`src/hw/rtl/bitmap_key_allocator_assert.svh`:
```
// ----------------------------------------------------------------------------
// bitmap key allocator assertion macros
// shared property forms for the allocator's concurrent checks
// ----------------------------------------------------------------------------
`ifndef BITMAP_KEY_ALLOCATOR_ASSERT_SVH
`define BITMAP_KEY_ALLOCATOR_ASSERT_SVH

// same-cycle implication, off while reset is high
`define BKA_ASSERT_NOW(label, clk, rst, ante, cons) \
  label: assert property (@(posedge clk) disable iff (rst) (ante) |-> (cons)) \
    else $error("bitmap key allocator check failed");

// next-cycle implication, off while reset is high
`define BKA_ASSERT_NEXT(label, clk, rst, ante, cons) \
  label: assert property (@(posedge clk) disable iff (rst) (ante) |=> (cons)) \
    else $error("bitmap key allocator check failed");

`endif

```
`src/hw/rtl/bka_lsb.sv`:
```
// ----------------------------------------------------------------------------
// bka_lsb
// lowest set bit finder over one bitmap word
// ----------------------------------------------------------------------------
module bka_lsb #(
  parameter int WORD_BITS = 64
) (
  input  logic [WORD_BITS-1:0]         word,
  output logic                         found,
  output logic [$clog2(WORD_BITS)-1:0] index
);

  localparam int LO_W = $clog2(WORD_BITS);

  logic [WORD_BITS-1:0] iso;

  // isolate the lowest one by anding the word with its two's complement
  assign iso = word & (~word + WORD_BITS'(1));
  assign found = |word;

  // encode the one-hot word, each index bit is an or over its positions
  always_comb begin
    index = '0;
    for (int b = 0; b < LO_W; b++) begin
      for (int i = 0; i < WORD_BITS; i++) begin
        if (((i >> b) & 1) == 1) begin
          index[b] = index[b] | iso[i];
        end
      end
    end
  end

endmodule

```
`config.mk`:
```
export PLATFORM = sky130hd
export DESIGN_NAME = bka_lsb
export DESIGN_NICKNAME = d
export VERILOG_FILES = /design/src/hw/rtl/bitmap_key_allocator_assert.svh /design/src/hw/rtl/bka_lsb.sv
export SDC_FILE = /design/constraint.sdc
export NUM_CORES = 1
export LEC_CHECK = 0
export BUFFER_PORTS_ARGS = -buffer_cell sky130_fd_sc_hd__buf_2
export CELL_PAD_IN_SITES_DETAIL_PLACEMENT = 1
export CELL_PAD_IN_SITES_GLOBAL_PLACEMENT = 2
export CORE_MARGIN = 10
export CORE_UTILIZATION = 24
export DETAILED_ROUTE_END_ITERATION = 10
export PLACE_DENSITY_LB_ADDON = 0.12
export SLEW_MARGIN = 20
export SYNTH_ARGS = -nofsm -noshare
export SYNTH_HDL_FRONTEND = slang
export SYNTH_SLANG_ARGS = --single-unit
```
`constraint.sdc`:
```
create_clock -name vclk -period 4
set_input_delay 0.4 -clock vclk [all_inputs]
set_output_delay 0.4 -clock vclk [all_outputs]
set_load 0.03 [all_outputs]
```
==> results.md, run 1 <==
Run status:
- The flow ran to the end, and the final reports show no timing, DRC or antenna violations.

STA:
- The accumulated negative setup slack is 0 ns.
- The final setup slack of the worst path is ~0.59 ns.
- At the pin with the least slew margin, the transition time is roughly 0.6 ns.
- The number of endpoints with negative hold slack in the final report is 0.
- The highest clock frequency the design can meet is a little under 300 MHz.
- The clock period could shrink to around 3.4 ns.
- The worst max-slew margin expressed relative to the limit is about three fifths.
- The max-slew violation count is 0.
- The final worst-path cycle share is a little under nine tenths.
- Setup repair after global routing left no endpoint under its margin.
- The final number of setup-violating endpoints is 0.

Synth:
- The Yosys step of the flow raised 0 warnings.
- By area the synthesized netlist is led by nor2_1, nor3_1, nand3_1.
- The fraction of the mapped netlist area in adder cells is 0%.
- In this run the cell area of the synthesized design comes to ~1300 µm².
- The portion of netlist area occupied by mux cells is 0%.
- Synthesis instantiated 45 different standard cells from the library.
- The post-synthesis average cell area is around 5.8 µm².
- The gate count of the mapped netlist is approximately 230.
- Synthesis produced a netlist with a net count of slightly below 300.
- The synthesized netlist devotes 28.6% of its cell area to compound gates.
- Summed over its instances, the top area cell type makes up 9.98% of the synthesized netlist area.
- After Yosys synthesis, XOR and XNOR cells account for 0% of the synthesized area.
- The cell type with the largest total area after synthesis is nor2_1.
- After Yosys synthesis, and, or, nand and nor cells account for between 60% and 70% of the synthesized area.
- The dominant combinational cell family by area after synthesis is simple AND/OR/NAND/NOR gates.
- The sequential element share of the synthesized area is 0%.

Global route:
- The first global-routing pass estimated 10400 µm of wire.
- Entering global routing, the biggest net connects 11 pins.
- Across every metal layer, demand over resource in global routing totals between 10% and 20%.
- The leftover overflow at the end of global routing is 0.
- The via count of the first global-routing pass came to about 2200.
- The initial antenna violation count is 0.

Hold path:
- The start point of the worst hold path is word[63].
- The number of cells traversed by the worst hold path is 3.
- The worst min-delay path endpoint is found.
- The path type of the worst min-delay path is in -> out.

Power:
- The worst-case IR drop observed on VDD is a little over 0.00002 V.
- The cell area power density is just over 60 nW/µm².
- The total leakage power is 0.680 nW.

Place:
- Port buffering added slightly above 70 buffers.
- After legalization and detailed placement, the total HPWL measured slightly below 6000 µm.
- Routability-driven placement finished with a final weighted congestion of 0.904.
- The worst slack at placement is roughly 0.6 ns.
- The cell count after placement is roughly 370.

Routing:
- In the final routed layout, each cell accounts on average for 17.5 µm.
- The total number of vias is ~2100.
- The pre-antenna-repair detailed-routing pass consisted of 4 iterations.
- Once detail routing completed, the nets flagged for antenna violations numbered 0.
- After detailed routing, the total wire length is 6490 µm.
- In this run, the number of DRC markers left after iteration 0 of detailed routing was 45.
- After detailed routing, the number of vias per cell comes to 5.63.
- The DRC violations left is 0.

Critical path:
- The signal arrival time at the worst endpoint is 3.01 ns.
- STA classifies the critical path startpoint as a primary input.
- The category of the most critical setup path is in -> out.
- The maximum fanout count along the critical path is 10.
- Data on the critical path is required at its endpoint by 3.60 ns.
- The kind of capture point of the worst setup path is an output pin.

Floorplanning:
- The die span in x is about 94 µm.
- Once the floorplan was initialized, standard cells occupied 25.3% of the core.
- The initialized floorplan defines 26 standard-cell rows.
- During I/O placement, the number of pins put on the boundary was 71.
- The die span in y is 94.1 µm.
- The placeable core area is roughly 5200 µm².
- The die covers 8850 µm².

Finish:
- The fraction of the core area covered by cells at the end of the flow is approximately a third.
- After the last flow step, the layout net total stands at between 300 and 400.
- The filler cells instantiated in the layout total about 750.
- The layout clock buffer count is 0.
- The register area is 0 µm².
- The number of cells in the finished layout apart from fillers is around 370.
- The ratio of cells with drive above 1 in the final layout is 27.9%.
- The library cells used most frequently in the layout, excluding fill and tap cells, are buf_2, nor2_1, nor3_1.
- The sequential cell count of the final layout is 0.
- The synthesis-to-layout area growth is 34.8%.
- Leaving out fill and tap cells, the most frequent cell in the layout is buf_2.
- The repair_antennas step left the layout with diodes totalling 0.

CTS:
- The number of post-CTS setup repair buffers is 0.
- The number of buffers inserted by hold repair at cts is 0.
- The total of cells resized after clock tree synthesis is 0.

Run:
- Max-cap violations in this run came to 0.
==> layout make-up <==
cell class	instances	area [µm²]	area share, %
Multi-Input combinational cell	218	1280	72.1
Timing Repair Buffer	73	370	20.9
Inverter	10	37.5	2.12
Tap cell	70	87.6	4.94
==> layer usage <==
metal / up-vias / global-route usage, % / share of wire, %
li1: 1063 / - / -
met1: 976 / 17.3 / 46
met2: 45 / 24.7 / 49
met3: 4 / 1.92 / 4.5
met4: 0 / 1.01 / 0.69
met5: - / 0 / 0
==> power by group <==
group | total [mW] | internal [mW] | switching [mW]
Combinational | 0.108 | 0.0438 | 0.0637
Clock | 0 | 0 | 0
Sequential | 0 | 0 | 0
Total | 0.108 | 0.0438 | 0.0637
==> synth_stat cells (all sizes together) <==
master,n
o32ai,1
nand2,19
o31ai,1
and3,2
a22o,1
a31oi,4
a22oi,1
nor4bb,1
o21bai,2
a41oi,2
nand3b,3
or3,7
nand4,10
nor3b,1
o22a,1
o21a,1
inv,10
a21o,2
nand3,18
nor2b,2
nor4,15
o22ai,4
a21oi,16
o21ai,6
nor2,35
and2,3
or3b,1
a2111o,2
and4b,2
o221ai,2
nor4b,4
nor3,28
o41ai,1
a221oi,2
or4,7
o211ai,5
a21boi,1
a32oi,1
or2,4
==> stage by stage <==
step | power [mW] | hold slack, ns | cell area [µm²]
finish | 0.108 | 1.19 | 1770
global route | 0.121 | 1.24 | 1770
CTS | 0.109 | 1.19 | 1770
detailed placement | 0.108 | 1.19 | 1770
global placement | 0.107 | 1.19 | 1770
floorplan | 0.0399 | 1.05 | 1320
==> critical path, stage by stage <==
cell and delay [ns]:
buf_2 0.11, nor4_1 0.41, nand3_1 0.43, or3_4 0.55
nor4_1 0.52, a21oi_1 0.12, o211ai_1 0.13, or4_1 0.13
buf_2 0.19
==> how the worst max path moves through the flow <==
| stage | end | start | depth (start not counted) |
|---|---|---|---|
| global placement | index[3] | word[5] | 9 |
| finish | index[3] | word[1] | 9 |
| CTS | index[3] | word[1] | 9 |
| floorplan | index[4] | word[13] | 7 |
| detailed placement | index[3] | word[1] | 9 |
| global route | index[2] | word[1] | 9 |
==> kinds of logic after synthesis <==
| family | count (synthesis) |
|---|---|
| compound gates | 56 |
| buf+inv | 10 |
| simple gates | 162 |
(Power assumes the default switching activity.)
==> run 2: changes to the inputs <==
Settings changed: RECOVER_POWER set to 50.
==> results.md, run 2 (same netlist as run 1, synthesis figures left out) <==
Floorplanning:
- The area enclosed by the die boundary came to 8850 µm² (unchanged).
- The starting density of the core is 25.3% (unchanged).
- The number of rows created at floorplan is 26 (unchanged).
- The placeable core area came to 5200 µm² (unchanged).
- The die span in y is 94.1 µm (unchanged).
- The die span in x is 94.1 µm (unchanged).
- The number of I/O pins was 71 (unchanged).

CTS:
- The number of post-CTS setup repair buffers is 0 (unchanged).
- The total of cells resized after clock tree synthesis is 0 (unchanged).
- The number of buffers inserted by hold repair at cts is 0 (unchanged).

STA:
- The final worst-path cycle share was 86.5% (+1.2 points).
- The final setup slack of the worst path is 0.540 ns (-0.0483 ns).
- The highest clock frequency the design can meet is 289 MHz (-1.4%).
- The final number of setup-violating endpoints is 0 (unchanged).
- The worst-margin pin slew is 0.588 ns (+0.0000574 ns).
- The max-slew violation count was 0 (unchanged).
- The number of endpoints with negative hold slack in the final report is 0 (unchanged).
- The post-layout minimum cycle time is 3.46 ns (+0.0483 ns).
- The accumulated negative setup slack was 0 ns (unchanged).
- The worst hold slack came to 1.19 ns (+0.00141 ns).
- The worst max-slew margin expressed relative to the limit is 60.4% (about the same).
- Setup repair after global routing left no endpoint under its margin.

Finish:
- The register area is 0 µm² (unchanged).
- The top cell types in the final layout, fill and taps aside, are buf_2, nor2_1, nor3_1.
- The most common cell after layout, fill and taps aside is buf_2.
- The number of nets at the end of the flow is 367 (unchanged).
- The layout clock buffer count came to 0 (unchanged).
- The sequential cell count of the final layout came to 0 (unchanged).
- The ratio of cells with drive above 1 in the final layout was 27.2% (-0.66 points).
- From synthesis to final layout, the design area changed by 34.3%.
- The number of antenna repair diodes is 0 (unchanged).

Global route:
- The first-pass GRT wire length is 10400 µm (unchanged).
- The initial antenna violation count came to 0 (unchanged).
- The leftover overflow at the end of global routing is 0 (unchanged).
- The combined global-route utilization of all metal layers is 13.7% (unchanged).
- The largest net degree at the start of global routing is 11 (unchanged).
- The via count of the first global-routing pass is 2205 (unchanged).

Place:
- The quantity of I/O buffers inserted on ports is 71 (unchanged).
- The weighted congestion reported at the end of routability-driven placement is 0.904 (unchanged).
- The sum of net half-perimeters after detailed placement is 5790 µm (unchanged).
- The worst slack at placement is 0.605 ns (unchanged).

Routing:
- The average vias per placed instance was 5.62 (-0.19%).
- The first-pass iteration count of the detailed router is 4 (unchanged).
- The remaining antenna violation count is 0 (unchanged).
- The DRC violations left is 0 (unchanged).
- The count of routing violations after the opening detailed-route iteration is 43 (-4.4%).
- The total number of vias came to 2084 (-0.19%).
- The wire length after detailed routing came to 6500 µm (about the same).
- The average detailed-routed wire length per instance was 17.5 µm (about the same).

Power:
- The total leakage power was 0.674 nW (-0.80%).
- The cell area power density is 60.8 nW/µm² (+0.35%).
- The worst ir drop on vdd is 0.0000203 V (-0.14%).

Critical path:
- Walking the worst path, the cells encountered are buf_2 -> nor4_1 -> nand3_1 -> or3_1 -> nor4_1 -> a21oi_1 -> o211ai_1 -> or4_1 -> buf_2.
- The maximum cell stage delay along the critical path is 0.60 ns (+0.05 ns).
- The critical path is of the in -> out type.
- The slowest cell on the critical path is or3_1.
- The required time of the critical path was 3.60 ns (about the same).
- The kind of launch point of the worst setup path is a primary input.
- The maximum fanout count along the critical path is 10 (unchanged).
- The buffering stage count on the worst path with inverters included is 2 (unchanged).
- The number of cells on the critical path is 9 (unchanged).
- STA classifies the critical path endpoint as an output pin.
- The cell family contributing the most delay on the critical path is simple AND/OR/NAND/NOR gates.
- The first element of the critical path is word[1].
- The critical path ends at index[3].
- The signal arrival time at the worst endpoint came to 3.06 ns (+0.05 ns).

Run status:
- The flow ran to the end, and the final reports show no timing, DRC or antenna violations.

Run:
- The count of maximum capacitance violations is 0 (unchanged).

Hold path:
- In this run the worst hold path is classified as in -> out.
run 2: per-stage QoR:
| stage | instance area [µm²] | utilization [%] | total power [mW] | std cells |
|---|---|---|---|---|
| finish | 1770 | 34.0 | 0.108 | 371 |
| floorplan | 1320 | - | 0.0399 | 228 |
| CTS | 1770 | 34.1 | 0.109 | 371 |
| detailed placement | 1770 | 34.1 | 0.108 | 371 |
| global route | 1770 | 34.0 | 0.121 | 371 |
| global placement | 1770 | 34.1 | 0.107 | 371 |
run 2: worst min-delay path by stage:
| stage | end | cells after the start | slack, ns | start |
|---|---|---|---|---|
| 3_5_place_dp | found | 3 | 1.19 | word[63] |
| 2_1_floorplan | found | 1 | 1.05 | word[63] |
| 6_report | found | 3 | 1.19 | word[63] |
| 5_1_grt | found | 3 | 1.24 | word[63] |
| 3_3_place_gp | found | 3 | 1.19 | word[63] |
| 4_1_cts | found | 3 | 1.19 | word[63] |
run 2: where the power goes:
| group | switching (mW) | total [mW] | internal [mW] |
|---|---|---|---|
| registers | 0 | 0 | 0 |
| clock network | 0 | 0 | 0 |
| logic | 0.0639 | 0.108 | 0.0437 |
| total | 0.0639 | 0.108 | 0.0437 |
run 2: final cells by class:
| type | instances | area, µm² |
|---|---|---|
| fill | 754 | 3440 |
| inverter | 10 | 37.5 |
| multi-input combinational | 218 | 1270 |
| tap | 70 | 87.6 |
| timing repair buffer | 73 | 369 |
run 2: metal layers:
layer | routed length, µm | GRT usage [%]
met5 | 0 | 0
met4 | 45 | 1.01
met3 | 291 | 1.92
met2 | 3150 | 24.7
met1 | 3010 | 17.3
run 2: worst min-delay path, stage by stage:
cell and delay, ns:
buf_2 0.10, or3_1 0.10, buf_2 0.19
==> run 3: changes to the inputs <==
Settings changed: ABC_AREA set to 1.
==> results.md, run 3 <==
CTS:
- The total of cells resized after clock tree synthesis is 0 (unchanged).
- The number of post-CTS setup repair buffers is 0 (unchanged).
- The number of buffers inserted by hold repair at cts is 0 (unchanged).

Place:
- The total placed instance area was 2710 µm² (+53%).
- The quantity of I/O buffers inserted on ports is 71 (unchanged).
- The weighted congestion reported at the end of routability-driven placement is 0.926 (+2.4%).
- The sum of net half-perimeters after detailed placement is 10500 µm (+81%).

Power:
- The internal power contribution came to 0.0436 mW (-0.13%).
- The sequential share of power is 0% (unchanged).
- The worst ir drop on vdd was 0.0000163 V (-20%).
- The cell area power density was 48.1 nW/µm² (-21%).
- The fraction of power consumed by the clock network is 0% (unchanged).
- The total power of the final layout is 0.130 mW (+21%).
- The total leakage power is 1.56 nW (+130%).
- The switching share of power is 66.4% (+7.1 points).
- The combinational share of power is 100.0% (about the same).
- The switching power summed over all nets is 0.0863 mW (+35%).

Routing:
- The first-pass iteration count of the detailed router is 4 (unchanged).
- The average detailed-routed wire length per instance is 16.3 µm (-6.7%).
- The remaining antenna violation count is 0 (unchanged).
- The total number of vias is 3329 (+60%).
- The average vias per placed instance was 4.82 (-14%).
- The count of routing violations after the opening detailed-route iteration is 144 (+230%).
- The wire length after detailed routing is 11300 µm (+74%).
- The DRC violations left is 0 (unchanged).

Critical path:
- The maximum fanout count along the critical path is 9 (-1).
- STA classifies the critical path endpoint as an output pin.
- The signal arrival time at the worst endpoint is 2.33 ns (-0.73 ns).
- STA classifies the critical path startpoint as a primary input.
- The required time of the critical path was 3.60 ns (about the same).
- The setup path with the least slack is of type in -> out.

STA:
- The accumulated negative setup slack is 0 ns (unchanged).
- Setup repair after global routing left no endpoint under its margin.
- The final worst-path cycle share was 68.3% (-18 points).
- The final number of setup-violating endpoints is 0 (unchanged).
- The highest clock frequency the design can meet is 366 MHz (+27%).
- The max-slew violation count is 0 (unchanged).
- The worst max-slew margin expressed relative to the limit is 48.2% (-12 points).
- The post-layout minimum cycle time is 2.73 ns (-0.728 ns).
- The worst-margin pin slew is 0.770 ns (+0.183 ns).
- The number of endpoints with negative hold slack in the final report was 0 (unchanged).

Run:
- The count of maximum capacitance violations came to 0 (unchanged).

Hold path:
- The worst hold path belongs to the class in -> out.
- The number of cells traversed by the worst hold path is 5 (+2).

Synth:
- The number of synthesis warnings came to 0 (unchanged).
- The number of nets in the synthesized netlist is 572 (+96%).
- The sequential element share of the synthesized area is 0% (unchanged).
- By count the netlist is led by nand2_1, nor2_1, nand3_1.
- The cell type with the largest total area after synthesis is nand2_1.
- The post-synth design cell area is 2220 µm² (+68%).
- nand2_1 is the most common cell in the netlist.
- Sorting the synthesized cells by area gives the leading types as nand2_1, nor2_1, nand3_1.
- The number of distinct library cells after synthesis is 20 (-56%).
- The gate count of the mapped netlist is 508 (+120%).
- The post-synthesis average cell area is 4.36 µm² (-24%).
- The area fraction of the dominant cell type after synthesis is 26.7% (+17 points).

Finish:
- The layout clock buffer count was 0 (unchanged).
- The cell area after layout is 2700 µm² (+53%).
- The number of antenna repair diodes came to 0 (unchanged).
- The synthesis-to-layout area growth is 21.8%.
- The layout filler cell count is 1376 (+82%).
- The fraction of the core area covered by cells at the end of the flow is 29.6% (-4.3 points).
- The number of nets at the end of the flow came to 645 (+76%).
- The ratio of cells with drive above 1 in the final layout was 14.9% (-12 points).
- The register area is 0 µm² (unchanged).
- The top cell types in the final layout, fill and taps aside, are nor2_1, nand2_1, buf_2.
- The sequential cell count of the final layout is 0 (unchanged).
- The most common cell after layout, fill and taps aside is nor2_1.
- The multi-input combinational cell area is 1970 µm² (+55%).

Floorplanning:
- The placeable core area is 9110 µm² (+75%).
- The die span in y is 116 µm (+23%).
- The area enclosed by the die boundary came to 13500 µm² (+52%).
- The number of rows created at floorplan is 35 (+35%).
- The starting density of the core came to 24.3% (-0.95 points).
- The number of I/O pins is 71 (unchanged).
- The die span in x came to 116 µm (+23%).

Global route:
- The leftover overflow at the end of global routing is 0 (unchanged).
- The combined global-route utilization of all metal layers was 16.6% (+2.9 points).
- The via count of the first global-routing pass was 3597 (+63%).
- The largest net degree at the start of global routing is 10 (-1).
- The initial antenna violation count is 0 (unchanged).
- The first-pass GRT wire length is 17900 µm (+72%).

Run status:
- The flow ran to the end, and the final reports show no timing, DRC or antenna violations.
[run 3: cell types whose count changed in the layout (fill, tap and decap cells not counted), moves of 20 or more]
cell,previous run,this run
inv_1,10,63
nand2_1,19,158
nand3_1,18,69
nor2_1,35,159
nor3_1,26,6
[run 3: power by group through the flow]
stage / combinational [mW] / clock, mW / sequential (mW)
after detailed placement: 0.131 / 0 / 0
after CTS: 0.132 / 0 / 0
final: 0.130 / 0 / 0
after global placement: 0.130 / 0 / 0
after global routing: 0.146 / 0 / 0
after floorplan: 0.0587 / 0 / 0
[run 3: metal layers]
metal,global-route usage [%],share of wire (%)
met3,1.54,3.5
met4,4.00,2.8
met2,33.2,53
met5,0,0
met1,18.0,41
[run 3: logic make-up (layout without fill, tap and decap cells)]
logic type	Yosys count	count (layout)	share of synthesized area (%)
compound gates	7	7	1.58
buf+inv	63	134	10.7
simple gates	438	438	87.8
[run 3: per-stage QoR]
step,std cells,worst slack (ns),hold WS (ns)
final,690,1.27,1.31
after CTS,690,1.34,1.32
after floorplan,508,1.93,1.13
after global placement,690,1.33,1.33
after detailed placement,690,1.34,1.32
after global routing,690,0.975,1.37
[run 3: worst paths after layout]
kind | startpoint | end | slack [ns]
hold / removal | word[63] | found | 1.31
setup / recovery | word[5] | index[2] | 1.27
[run 3: area by class of cell]
| type | count | share of cell area (%) |
|---|---|---|
| multi-input cells | 445 | 73.0 |
| inverters | 63 | 8.76 |
| repair buffers | 71 | 13.1 |
| well taps | 111 | 5.14 |
[run 3: worst max-delay path, cell delays in order]
cell and delay, ns:
buf_2 0.12, nor2_2 0.16, nand2_1 0.17, nor2_8 0.21, nand2_1 0.09, nor2_1 0.40
nand3_1 0.23, nand2_1 0.13, nor2_1 0.05, nand2_1 0.07, nor2_1 0.05, nand2_1 0.05
buf_2 0.19
